===== src/sv/afc_pkg.sv =====
// Shared types and constants for the autorange frequency counter.
// No dependencies; imported by every module of the block.
package afc_pkg;

  localparam int GATE_BITS  = 8;
  localparam int THR_BITS   = 16;
  localparam int SCALE_BITS = 8;
  localparam int VALUE_BITS = 40;
  localparam int CFG_IDX_BITS = 3;
  localparam int CFG_DATA_BITS = 16;

  localparam logic [GATE_BITS-1:0]  FAST_GATE_RST = 8'd20;
  localparam logic [GATE_BITS-1:0]  SLOW_GATE_RST = 8'd100;
  localparam logic [THR_BITS-1:0]   LOW_THR_RST   = 16'd2;
  localparam logic [THR_BITS-1:0]   HIGH_THR_RST  = 16'd16;
  localparam logic [SCALE_BITS-1:0] SLOW_SCALE_RST = 8'd200;

  typedef enum logic [CFG_IDX_BITS-1:0] {
    CFG_FAST_GATE  = 3'd0,
    CFG_SLOW_GATE  = 3'd1,
    CFG_LOW_THR    = 3'd2,
    CFG_HIGH_THR   = 3'd3,
    CFG_SLOW_SCALE = 3'd4
  } cfg_idx_e;

  typedef enum logic [1:0] {
    KIND_MEAS   = 2'd0,
    KIND_TO_MHZ = 2'd1,
    KIND_TO_HZ  = 2'd2
  } kind_e;

  typedef struct packed {
    logic [GATE_BITS-1:0]  fast_gate;
    logic [GATE_BITS-1:0]  slow_gate;
    logic [THR_BITS-1:0]   low_thr;
    logic [THR_BITS-1:0]   high_thr;
    logic [SCALE_BITS-1:0] slow_scale;
  } cfg_t;

  typedef struct packed {
    kind_e                 kind;
    logic                  milli;
    logic [VALUE_BITS-1:0] value;
  } res_t;

endpackage


===== src/sv/afc_cfg.sv =====
// Configuration register file of the autorange frequency counter.
// Depends on afc_pkg for the register layout and index codes.
module afc_cfg import afc_pkg::*; (
  input  logic                     clk_i,
  input  logic                     rst_ni,
  input  logic                     cfg_we_i,
  input  logic [CFG_IDX_BITS-1:0]  cfg_idx_i,
  input  logic [CFG_DATA_BITS-1:0] cfg_data_i,
  output cfg_t                     cfg_o
);

  cfg_t cfg_q, cfg_d;

  always_comb begin
    cfg_d = cfg_q;
    if (cfg_we_i) begin
      case (cfg_idx_i)
        CFG_FAST_GATE:  cfg_d.fast_gate  = cfg_data_i[GATE_BITS-1:0];
        CFG_SLOW_GATE:  cfg_d.slow_gate  = cfg_data_i[GATE_BITS-1:0];
        CFG_LOW_THR:    cfg_d.low_thr    = cfg_data_i[THR_BITS-1:0];
        CFG_HIGH_THR:   cfg_d.high_thr   = cfg_data_i[THR_BITS-1:0];
        CFG_SLOW_SCALE: cfg_d.slow_scale = cfg_data_i[SCALE_BITS-1:0];
        default:        cfg_d = cfg_q;
      endcase
    end
  end

  always_ff @(posedge clk_i or negedge rst_ni) begin
    if (!rst_ni) begin
      cfg_q.fast_gate  <= FAST_GATE_RST;
      cfg_q.slow_gate  <= SLOW_GATE_RST;
      cfg_q.low_thr    <= LOW_THR_RST;
      cfg_q.high_thr   <= HIGH_THR_RST;
      cfg_q.slow_scale <= SLOW_SCALE_RST;
    end else begin
      cfg_q <= cfg_d;
    end
  end

  assign cfg_o = cfg_q;

endmodule


===== src/sv/afc_core.sv =====
// Counter state and gate-end judgment: edge counter, gate countdown, range flag.
// Depends on afc_pkg for cfg_t, res_t and kind codes.
module afc_core import afc_pkg::*; #(
  parameter int COUNT_BITS = 32
) (
  input  logic clk_i,
  input  logic rst_ni,
  input  logic step_i,
  input  logic edge_i,
  input  logic tick_i,
  input  cfg_t cfg_i,
  output logic fire_o,
  output res_t res_o
);

  localparam int PW = COUNT_BITS + SCALE_BITS;
  localparam int EW = (PW > VALUE_BITS) ? PW : VALUE_BITS + 1;

  logic [COUNT_BITS-1:0] count_q, count_d, count_inc;
  logic [GATE_BITS-1:0]  ticks_q, ticks_d;
  logic                  slow_q, slow_new, slow_d;
  logic                  gate_end;
  logic [PW-1:0]         prod;
  logic [EW-1:0]         val_ext;
  kind_e                 kind;

  assign count_inc = (edge_i && !(&count_q)) ? count_q + 1'b1 : count_q;
  assign gate_end  = tick_i && (ticks_q <= GATE_BITS'(1));
  assign prod      = PW'(count_inc) * PW'(cfg_i.slow_scale);

  always_comb begin
    slow_new = slow_q;
    kind     = KIND_MEAS;
    val_ext  = '0;
    if (count_inc < COUNT_BITS'(cfg_i.low_thr)) begin
      slow_new = 1'b1;
      kind     = KIND_TO_MHZ;
    end else if (slow_q && (count_inc > COUNT_BITS'(cfg_i.high_thr))) begin
      slow_new = 1'b0;
      kind     = KIND_TO_HZ;
    end else if (slow_q) begin
      val_ext = EW'(prod);
    end else begin
      val_ext = EW'(count_inc);
    end
  end

  always_comb begin
    count_d = count_q;
    ticks_d = ticks_q;
    slow_d  = slow_q;
    if (step_i) begin
      count_d = count_inc;
      if (tick_i) begin
        if (gate_end) begin
          count_d = '0;
          slow_d  = slow_new;
          ticks_d = slow_new ? cfg_i.slow_gate : cfg_i.fast_gate;
        end else begin
          ticks_d = ticks_q - 1'b1;
        end
      end
    end
  end

  always_ff @(posedge clk_i or negedge rst_ni) begin
    if (!rst_ni) begin
      count_q <= '0;
      ticks_q <= FAST_GATE_RST;
      slow_q  <= 1'b0;
    end else begin
      count_q <= count_d;
      ticks_q <= ticks_d;
      slow_q  <= slow_d;
    end
  end

  assign fire_o      = gate_end;
  assign res_o.kind  = kind;
  assign res_o.milli = slow_new;
  assign res_o.value = (|val_ext[EW-1:VALUE_BITS]) ? {VALUE_BITS{1'b1}}
                                                  : val_ext[VALUE_BITS-1:0];

endmodule


===== src/sv/afc_out.sv =====
// Result register of the autorange frequency counter, master stream side.
// Depends on afc_pkg for res_t.
module afc_out import afc_pkg::*; (
  input  logic                  clk_i,
  input  logic                  rst_ni,
  input  logic                  load_i,
  input  res_t                  res_i,
  output logic                  free_o,
  output logic                  m_axis_tvalid,
  input  logic                  m_axis_tready,
  output logic [VALUE_BITS-1:0] m_axis_tdata,  // [39:0] value
  output logic [2:0]            m_axis_tuser   // [1:0] report_kind, [2] in_millihertz
);

  logic valid_q, valid_d;
  res_t res_q;

  assign free_o  = !valid_q || m_axis_tready;
  assign valid_d = load_i ? 1'b1 : (valid_q && !m_axis_tready);

  always_ff @(posedge clk_i or negedge rst_ni) begin
    if (!rst_ni) begin
      valid_q <= 1'b0;
    end else begin
      valid_q <= valid_d;
    end
  end

  always_ff @(posedge clk_i) begin
    if (load_i) begin
      res_q <= res_i;
    end
  end

  assign m_axis_tvalid = valid_q;
  assign m_axis_tdata  = res_q.value;
  assign m_axis_tuser  = {res_q.milli, res_q.kind};

endmodule


===== src/sv/autorange_frequency_counter_top.sv =====
// Autorange gated frequency counter, top level: input register, core, result register.
// Throughput: one input transaction per cycle, but a gate-ending one waits in the input
// register until the result register is free; the result register frees as it is taken.
// Reset (rst_ni low, async): counter 0, countdown 20, Hz range, registers at defaults.
// Depends on afc_pkg, afc_cfg, afc_core and afc_out.
module autorange_frequency_counter_top import afc_pkg::*; #(
  parameter int COUNT_BITS = 32
) (
  input  logic                     clk_i,
  input  logic                     rst_ni,
  input  logic                     cfg_we_i,
  input  logic [CFG_IDX_BITS-1:0]  cfg_idx_i,
  input  logic [CFG_DATA_BITS-1:0] cfg_data_i,
  input  logic                     s_axis_tvalid,
  output logic                     s_axis_tready,
  input  logic [7:0]               s_axis_tdata,  // [0] signal_edge, [1] gate_tick, [7:2] zero
  output logic                     m_axis_tvalid,
  input  logic                     m_axis_tready,
  output logic [VALUE_BITS-1:0]    m_axis_tdata,  // [39:0] value
  output logic [2:0]               m_axis_tuser   // [1:0] report_kind, [2] in_millihertz
);

  cfg_t cfg;
  res_t res;
  logic fire, out_free, advance;
  logic in_valid_q, in_valid_d;
  logic in_edge_q, in_tick_q;

  assign advance       = in_valid_q && (!fire || out_free);
  assign s_axis_tready = !in_valid_q || advance;
  assign in_valid_d    = (s_axis_tvalid && s_axis_tready) ? 1'b1
                       : (in_valid_q && !advance);

  always_ff @(posedge clk_i or negedge rst_ni) begin
    if (!rst_ni) begin
      in_valid_q <= 1'b0;
    end else begin
      in_valid_q <= in_valid_d;
    end
  end

  always_ff @(posedge clk_i) begin
    if (s_axis_tvalid && s_axis_tready) begin
      in_edge_q <= s_axis_tdata[0];
      in_tick_q <= s_axis_tdata[1];
    end
  end

  afc_cfg u_cfg (
    .clk_i      (clk_i),
    .rst_ni     (rst_ni),
    .cfg_we_i   (cfg_we_i),
    .cfg_idx_i  (cfg_idx_i),
    .cfg_data_i (cfg_data_i),
    .cfg_o      (cfg)
  );

  afc_core #(
    .COUNT_BITS (COUNT_BITS)
  ) u_core (
    .clk_i  (clk_i),
    .rst_ni (rst_ni),
    .step_i (advance),
    .edge_i (in_edge_q),
    .tick_i (in_tick_q),
    .cfg_i  (cfg),
    .fire_o (fire),
    .res_o  (res)
  );

  afc_out u_out (
    .clk_i         (clk_i),
    .rst_ni        (rst_ni),
    .load_i        (advance && fire),
    .res_i         (res),
    .free_o        (out_free),
    .m_axis_tvalid (m_axis_tvalid),
    .m_axis_tready (m_axis_tready),
    .m_axis_tdata  (m_axis_tdata),
    .m_axis_tuser  (m_axis_tuser)
  );

endmodule


===== config.mk =====
export PLATFORM = sky130hd
export DESIGN_NAME = autorange_frequency_counter_top
export DESIGN_NICKNAME = d
export VERILOG_FILES = /design/src/sv/afc_pkg.sv /design/src/sv/afc_cfg.sv /design/src/sv/afc_core.sv /design/src/sv/afc_out.sv /design/src/sv/autorange_frequency_counter_top.sv
export SDC_FILE = /design/constraint.sdc
export NUM_CORES = 1
export LEC_CHECK = 0
export ABC_AREA = 1
export BUFFER_PORTS_ARGS = -buffer_cell sky130_fd_sc_hd__clkbuf_2
export CORE_MARGIN = 1
export CORE_UTILIZATION = 30
export DETAILED_ROUTE_END_ITERATION = 10
export SYNTH_ARGS = -nofsm -noshare
export SYNTH_HDL_FRONTEND = slang
export SYNTH_SLANG_ARGS = --single-unit

===== constraint.sdc =====
create_clock -name clk_i -period 8 [get_ports clk_i]
set_input_delay 2 -clock clk_i [delete_from_list [all_inputs] [get_ports clk_i]]
set_output_delay 2 -clock clk_i [all_outputs]
set_load 0.05 [all_outputs]

==> out/results.ini, run 1 <==
[status]
status = complete, no violations

[power_and_ir_drop]
finalPower_w = 0.006488
peakVddDrop_mv = 0.2357
power.density_nw_per_um2 = 367.7
p_leak_nw = 8.896

[synth]
synth-seq-cells = 144
netlist_area_um2 = 15890
synth.distinct_cells = 55
synthCells = 2054
synth_top_family_by_area = adder cells
synth_top_area_cell = fa_1
synth_compound_area_frac = 0.1087
muxShareOfSynthArea = 0
ys_top_cells_by_area = fa_1, dfrtp_1, nand2_1
synthSimpleGateAreaFrac = 0.2235
synth-xor-area-share = 0.01654
synth_edf_count = 45
synth_nets = 2360
synth.avg_cell_area_um2 = 7.734
synth_fa_ha_area_frac = 0.3009
ys.flop_type = dfrtp_1
ys_warn_count = 0
synth_sequential_area_ratio = 0.2419
synth_top_area_share = 0.2268
synthArstFlopShare = 0.6875

[timing]
slew_headroom = 0.1973
period_minus_slack_ns = 7.378
period_share = 0.9223
fmax_mhz = 135.5
tns_ns = 0
worst_pin_slew_ns = 1.201
slew_viol_final = 0
rsz0062_at_grt = false
fin_skew_ns = 0.01621
setup_violations = 0
hold_viol_final = 0

[layout]
stdcell_count = 2816
drive_above_1_share = 0.09691
post-route-util = 0.3405
area_growth_pct = 11.07
layout_common_cells = nand2_1, inv_1, nor2_1
nets = 2429
final_common_cell = nand2_1
n_antenna_cell = 0

[place]
placedCellCount = 2784
hpwl_um = 36420
gp_congestion = 0.9229
numPortBuffers = 70

[route]
viasPerCell = 4.917
drc = 0
wl_per_cell_um = 16.67
ant_nets = 0
vias = 13845
routed_wl_um = 46930
drt-pass1-iter-count = 8
first_iter_violations = 1225

[floorplan]
ios = 77
chipHeight_um = 232.1
core_um2 = 51820
num_rows = 83
fp.dieW_um = 232.1
start_util = 0.3066
die_area_um2 = 53880

[clocking]
clock_sinks = 144
hold_buffers = 0
cts_root_buf = clkbuf_16
clockBufferDepth = 2
cts_buffers = 17
clk_pin_slew_ns = 0.07
clk_latency_ns = 0.47
cts_tree = yes
htree_levels = 4

[critical_path]
crit_top_cell = nand2_1
crit_arrival_ns = 7.60
crit_fanout = 23
endpoint_kind = register
worst_path_largest_cell_delay_ns = 0.56
critPathSlowestCell = fa_1
crit_path_start_kind = register
worstPathRequired_ns = 8.22
crit_type = register to register

[worst_hold_path]
hp-class = register to register

[flow_run]
max_cap_violations = 0

[grt]
grt_overflow_total = 0
grt_util_all_layers = 0.1844
antenna_found_initial = 0
grt_pass1_vias = 14099
grt_max_degree = 54
grt_pass1_wl_um = 76830

==> worst max-delay path: cells and delay by family (launching register included) <==
family | cells | cell delay [ns]
AND/OR/NAND/NOR | 17 | 3.20
adder cells (fa/ha/maj) | 6 | 2.80
buffers and inverters | 4 | 0.49
flip-flops | 1 | 0.45
AO/OA/AOI/OAI | 2 | 0.18
==> through the flow <==
step,worst slack [ns],instance area (µm²),hold WS [ns]
floorplan,1.531,15890,0.4530
global placement,0.3439,17110,0.4682
detailed placement,0.3342,17110,0.4736
CTS,0.3103,17640,0.4902
global route,0.08688,17650,0.5091
finish,0.6218,17650,0.4900
==> final timing paths <==
| path | startpoint | endpoint | slack (ns) | cells past startpoint |
|---|---|---|---|---|
| worst max-delay path | u_core.count_q[0]$_DFFE_PN0P_ | u_out.m_axis_tdata[38]$_SDFFCE_PP0P_ | 0.62 | 29 |
| worst min-delay path | u_cfg.cfg_o[10]$_DFFE_PN0P_ | u_cfg.cfg_o[10]$_DFFE_PN0P_ | 0.49 | 2 |
| worst max register to register | u_core.count_q[0]$_DFFE_PN0P_ | u_out.m_axis_tdata[38]$_SDFFCE_PP0P_ | 0.62 | 29 |
| worst min register to register | u_cfg.cfg_o[10]$_DFFE_PN0P_ | u_cfg.cfg_o[10]$_DFFE_PN0P_ | 0.49 | 2 |
| max in group asynchronous | rst_ni | u_core.count_q[7]$_DFFE_PN0P_ | 5.31 | 2 |
| min in group asynchronous | rst_ni | u_cfg.cfg_o[18]$_DFFE_PN0P_ | 1.57 | 1 |
==> cells in the mapped netlist (all sizes together), types with 11 or more instances <==
master	instances
nand2	425
a21oi	91
fa	180
xnor2	11
ha	94
dfrtp	87
edfxtp	45
xor2	19
o21ai	110
dfstp	12
nor2	353
inv	390
clkbuf	47
nand3	63
a211oi	14
o22ai	25
==> repair_timing <==
action,4_1_cts,5_1_grt
gates resized for setup,0,3
setup endpoints to repair,0,4
setup buffers,0,0
hold endpoints to repair,0,0
==> per-layer routing <==
metal	share of wire	global-route usage	vias up
met4	0.032	0.06949	0
met5	0	0	-
met2	0.45	0.2910	529
met3	0.084	0.04482	89
li1	-	-	6498
met1	0.43	0.2428	6729
==> final cells by class <==
| cell class | instances | area (µm²) |
|---|---|---|
| Fill cell | 5430 | 34180 |
| Timing Repair Buffer | 105 | 615.6 |
| Inverter | 394 | 1479 |
| Clock inverter | 14 | 103.9 |
| Clock buffer | 18 | 429.2 |
| Multi-Input combinational cell | 1461 | 10320 |
| Tap cell | 680 | 850.8 |
| Sequential cell | 144 | 3844 |
==> state kept, by name, summed over array words and instances (netlist names) <==
| name | cells |
|---|---|
| u_core.slow_q | 1 |
| u_out.m_axis_tvalid | 1 |
| in_edge_q | 1 |
| u_core.count_q | 32 |
| u_cfg.cfg_o | 56 |
| in_tick_q | 1 |
| u_out.m_axis_tuser | 3 |
| u_core.ticks_q | 8 |
| in_valid_q | 1 |
| u_out.m_axis_tdata | 40 |
==> cells by family after synthesis <==
family / after synthesis
buffers and inverters: 449
AO/OA/AOI/OAI: 283
flip-flops: 144
AND/OR/NAND/NOR: 874
XOR/XNOR: 30
adder cells (fa/ha/maj): 274
==> report_power, final <==
group | leakage (nW) | internal (W) | switching (W) | total, W
Sequential | 1.71 | 0.000864 | 0.000106 | 0.000970
Clock | 0.264 | 0.000400 | 0.000359 | 0.000759
Combinational | 6.92 | 0.00171 | 0.00305 | 0.00476
Total | 8.90 | 0.00297 | 0.00351 | 0.00649
Power figures use the tool's default switching activity.
==> run 2, diff against run 1 <==
- CORE_MARGIN: 1 -> 4
==> run 2 against run 1 <==
  * Sequential power is essentially flat
  * Critical path type unchanged
  * Total power rose by 0.14%
  * First-iteration DRC count decreased by 15%
==> out/results.ini, run 2 (synthesis results as in run 1) <==
[timing]
hold_viol_final = 0
rsz0062_at_grt = false
worst_pin_slew_ns = 1.218
slew_headroom = 0.1857
fin_skew_ns = 0.01665
period_minus_slack_ns = 7.494
slew_viol_final = 0
fmax_mhz = 133.4
tns_ns = 0
setup_violations = 0
period_share = 0.9367

[route]
routed_wl_um = 46880
drc = 0
vias = 13832
wl_per_cell_um = 16.60
viasPerCell = 4.898
ant_nets = 0
first_iter_violations = 1046
drt-pass1-iter-count = 6

[clocking]
clk_latency_ns = 0.47
hold_buffers = 0
htree_levels = 4
cts_root_buf = clkbuf_16
cts_buffers = 17
clockBufferDepth = 2
post_cts_buffers = 0
clock_sinks = 144
clk_pin_slew_ns = 0.07
cts_tree = yes

[status]
status = complete, no violations

[floorplan]
start_util = 0.3029
fp.dieW_um = 238.1
core_um2 = 52450
chipHeight_um = 238.1
ios = 77
die_area_um2 = 56700
num_rows = 84

[critical_path]
worstPathRequired_ns = 8.22
crit_fanout = 19
crit_path_start_kind = register
worst_path_largest_cell_delay_ns = 0.56
crit_type = register to register
crit_top_cell = nand2_1
crit_arrival_ns = 7.71
endpoint_kind = register
critPathSlowestCell = fa_1

[layout]
nets = 2429
n_antenna_cell = 0
stdcell_count = 2824
area_growth_pct = 11.51
final_common_cell = nand2_1
layout_common_cells = nand2_1, inv_1, nor2_1
drive_above_1_share = 0.09831
finalInstanceArea_um2 = 17710
largest_reg_flops = 56

[place]
gp_congestion = 0.9332
hpwl_um = 36350
placedCellCount = 2792
numPortBuffers = 70
dpl_cell_area_um2 = 17120

[grt]
grt_overflow_total = 0
grtUsageMet2 = 0.2664
antenna_found_initial = 1
grt_pass1_vias = 14118
grt_max_degree = 58
busiest_layer = met2
grt_pass1_wl_um = 75700
met3_usage = 0.04669
grt_util_all_layers = 0.1686
met1_usage = 0.2227

[power_and_ir_drop]
power.density_nw_per_um2 = 366.7
peakVddDrop_mv = 0.3005
p_leak_nw = 8.923

[worst_hold_path]
hp-class = register to register

[flow_run]
max_cap_violations = 0

-- run 2: cell types whose count changed in the layout (fill, tap and decap cells not counted), sizes merged --
cell / before / now
clkinv: 9 / 7
clkbuf: 87 / 89
-- run 2: timing repair --
action	4_1_cts	5_1_grt
endpoints found under the setup margin	0	4
gates resized for setup	0	2
hold endpoints to repair	0	0
-- run 2: area by class of cell --
cell class	count	area (µm²)
clock buffers	20	478.0
inverters	394	1479
multi-input cells	1461	10330
flip-flops and latches	144	3844
repair buffers	105	615.6
well taps	688	860.8
fillers	5486	34730
clock inverters	12	110.1
-- run 2: worst paths after layout --
path	from	endpoint	slack (ns)	depth (start not counted)
setup / recovery	u_core.count_q[0]$_DFFE_PN0P_	u_out.m_axis_tdata[38]$_SDFFCE_PP0P_	0.51	32
hold / removal	u_cfg.cfg_o[36]$_DFFE_PN0P_	u_cfg.cfg_o[36]$_DFFE_PN0P_	0.48	2
setup reg to reg	u_core.count_q[0]$_DFFE_PN0P_	u_out.m_axis_tdata[38]$_SDFFCE_PP0P_	0.51	32
hold reg to reg	u_cfg.cfg_o[36]$_DFFE_PN0P_	u_cfg.cfg_o[36]$_DFFE_PN0P_	0.48	2
max in group asynchronous	rst_ni	u_core.count_q[6]$_DFFE_PN0P_	5.31	2
min in group asynchronous	rst_ni	u_cfg.cfg_o[34]$_DFFE_PN0P_	1.59	1
-- run 2: worst max-delay path: cells and delay by family, from the launching register on --
| kind | cells | cell delay, ns |
|---|---|---|
| AO/OA/AOI/OAI | 2 | 0.16 |
| buffers and inverters | 8 | 1.13 |
| AND/OR/NAND/NOR | 16 | 2.69 |
| adder cells (fa/ha/maj) | 6 | 2.81 |
| flip-flops | 1 | 0.44 |
-- run 2: routing by layer --
metal | vias up | wire (µm)
li1 | 6506 | -
met1 | 6756 | 19930
met2 | 486 | 21570
met3 | 82 | 3792
met4 | 2 | 1574
met5 | - | 13
-- run 2: power breakdown --
group,internal [W],switching [W]
clock network,0.000444,0.000371
logic,0.00170,0.00301
registers,0.000863,0.000106
-- run 2: metrics by stage --
| stage | hold WS (ns) | setup slack (ns) | total power [W] | utilization |
|---|---|---|---|---|
| after floorplan | 0.4530 | 1.531 | 0.004470 | - |
| after global placement | 0.4679 | 0.5727 | 0.005604 | 0.3264 |
| after detailed placement | 0.4729 | 0.5737 | 0.005660 | 0.3264 |
| after CTS | 0.4898 | 0.5342 | 0.006528 | 0.3376 |
| after global routing | 0.5044 | 0.05969 | 0.007276 | 0.3378 |
| final | 0.4842 | 0.5061 | 0.006497 | 0.3378 |
==> run 3, diff against run 2 <==
- CORE_ASPECT_RATIO: unset -> 1.2
- clock period: 8 -> 6.4 ns (I/O delays scaled with it)
==> run 3 against run 2 <==
  * Fmax increased by 20%
  * Total power increased by 50%
  * Sequential share of layout area decreased by 2.2 points
  * Global-route usage increased by 1.0 points
  * Count of clock-buffer cells in the layout decreased by 3
  * Largest power group unchanged
  * Final area increased by 11%
==> out/results.ini, run 3 (synthesis results as in run 1) <==
[timing]
hold_viol_final = 0
fmax_mhz = 160.0
fin_skew_ns = 0.02595
worst_pin_slew_ns = 1.285
period_minus_slack_ns = 6.252
period_share = 0.9768
fin_ws_ns = 0.1484
setup_violations = 0
slew_headroom = 0.1413
slew_viol_final = 0
rsz0062_at_grt = true

[route]
vias = 14485
wl_per_cell_um = 16.69
first_iter_violations = 954
drt-pass1-iter-count = 5
ant_nets = 0
viasPerCell = 4.796
routed_wl_um = 50410
drc = 0

[clocking]
clock_sinks = 144
cts_buffers = 17
clk_pin_slew_ns = 0.07
hold_buffers = 0
clk_latency_ns = 0.48
cts_root_buf = clkbuf_16
htree_levels = 4
clockBufferDepth = 2
cts_tree = yes

[power_and_ir_drop]
p_leak_nw = 9.817
power.density_nw_per_um2 = 494.8
peakVddDrop_mv = 0.3497

[worst_hold_path]
min_from = u_cfg.cfg_o[41]$_DFFE_PN0P_
hold-path-cell-count = 2
hp-class = register to register
holdPathEnd = u_cfg.cfg_o[41]$_DFFE_PN0P_

[layout]
n_antenna_cell = 0
layout_common_cells = nand2_1, inv_1, nor2_1
area_growth_pct = 23.95
drive_above_1_share = 0.2121
nFillCells = 5488
largest_reg_flops = 56
final_common_cell = nand2_1
stdcell_count = 3020
post-route-util = 0.3751
nets = 2608

[critical_path]
rrSetupSlack_ns = 0.15
r2r_start = u_core.count_q[1]$_DFFE_PN0P_
reg2regPathDepth = 29
worst_path_largest_cell_delay_ns = 0.55
crit_top_cell = fa_1
rr_endpoint = u_out.m_axis_tdata[39]$_SDFFCE_PP0P_
critPathSlowestCell = fa_1
crit_type = register to register
crit_arrival_ns = 6.56
crit_path_start_kind = register
endpoint_kind = register
worstPathRequired_ns = 6.71
crit_fanout = 9

[grt]
grt_pass1_wl_um = 79870
grt_pass1_vias = 15044
grt_max_degree = 57
grt_overflow_total = 0
antenna_found_initial = 0
grt_util_all_layers = 0.1790

[place]
placedCellCount = 2953
hpwl_um = 39180
gp_congestion = 0.9123
numPortBuffers = 70
pre_cts_ws_ns = -0.2037

[floorplan]
die_area_um2 = 56720
num_rows = 92
fp.dieW_um = 218.1
ios = 77
chipHeight_um = 260.1
start_util = 0.3027
core_um2 = 52490

[flow_run]
max_cap_violations = 0

[status]
status = complete, no violations

==> run 3: cell count changes in the layout (fill, tap and decap cells not counted), moves of 15 or more <==
| cell | before | now |
|---|---|---|
| ha_1 | 94 | 74 |
| nand2_2 | 9 | 24 |
| nor2_2 | 6 | 23 |
| buf_4 | 36 | 205 |
| nand2_1 | 412 | 396 |
| a21oi_1 | 91 | 75 |
| nor2_1 | 345 | 325 |
==> run 3: worst max-delay path by stage <==
| stage | depth (start not counted) | to | from | slack (ns) |
|---|---|---|---|---|
| detailed placement | 31 | u_out.m_axis_tdata[32]$_SDFFCE_PP0P_ | u_core.count_q[0]$_DFFE_PN0P_ | -0.20 |
| global placement | 31 | u_out.m_axis_tdata[32]$_SDFFCE_PP0P_ | u_core.count_q[0]$_DFFE_PN0P_ | -0.1 |
| floorplan | 33 | u_out.m_axis_tdata[34]$_SDFFCE_PP0P_ | u_core.count_q[0]$_DFFE_PN0P_ | 0.02 |
| global route | 34 | u_out.m_axis_tdata[25]$_SDFFCE_PP0P_ | u_core.count_q[1]$_DFFE_PN0P_ | -0.13 |
| finish | 29 | u_out.m_axis_tdata[39]$_SDFFCE_PP0P_ | u_core.count_q[1]$_DFFE_PN0P_ | 0.15 |
| CTS | 34 | u_out.m_axis_tdata[34]$_SDFFCE_PP0P_ | u_core.count_q[0]$_DFFE_PN0P_ | 0.004 |
==> run 3: layer usage <==
| layer | routed length (µm) | up-vias | track usage |
|---|---|---|---|
| li1 | - | 6859 | - |
| met1 | 20480 | 7071 | 0.2163 |
| met2 | 24710 | 439 | 0.3044 |
| met3 | 3009 | 116 | 0.03985 |
| met4 | 2208 | 0 | 0.08165 |
| met5 | 0 | - | 0 |
==> run 3: where the power goes <==
group          internal, W  switching, W  total, W
Combinational      0.00317       0.00440   0.00757
Clock             0.000514      0.000490   0.00100
Sequential         0.00108     0.0000910   0.00117
==> run 3: per-stage QoR <==
step	setup TNS, ns	total power, W	hold slack, ns	cell area [µm²]
2_1_floorplan	0	0.005591	0.4530	15900
3_3_place_gp	-0.5388	0.007846	0.4667	18270
3_5_place_dp	-1.649	0.007949	0.4746	18270
4_1_cts	0	0.009034	0.4920	18920
5_1_grt	-0.6423	0.01071	0.5149	19690
6_report	0	0.009744	0.4884	19690
==> run 3: critical path, delay by kind of cell, from the launching register on <==
kind / cells / cell delay [ns]
DFF: 1 / 0.37
buffers and inverters: 8 / 0.89
AOI/OAI and AO/OA: 4 / 0.79
adders and majority gates: 6 / 2.67
and+or+nand+nor: 11 / 1.35
==> run 3: what timing repair did <==
item / CTS / global route
setup buffers: 6 / 27
pin swaps: 2 / 61
gates cloned: 0 / 2
gates resized for setup: 14 / 119
setup endpoints to repair: 19 / 26
==> run 3: final cells by class <==
type                            count  area [µm²]  area share
Clock buffer                       17       425.4     0.02160
Inverter                          394        1486     0.07549
Sequential cell                   144        3844      0.1952
Tap cell                          705       882.1     0.04480
Multi-Input combinational cell   1462       10880      0.5524
Timing Repair Buffer              283        2034      0.1033
Clock inverter                     15       142.6    0.007244
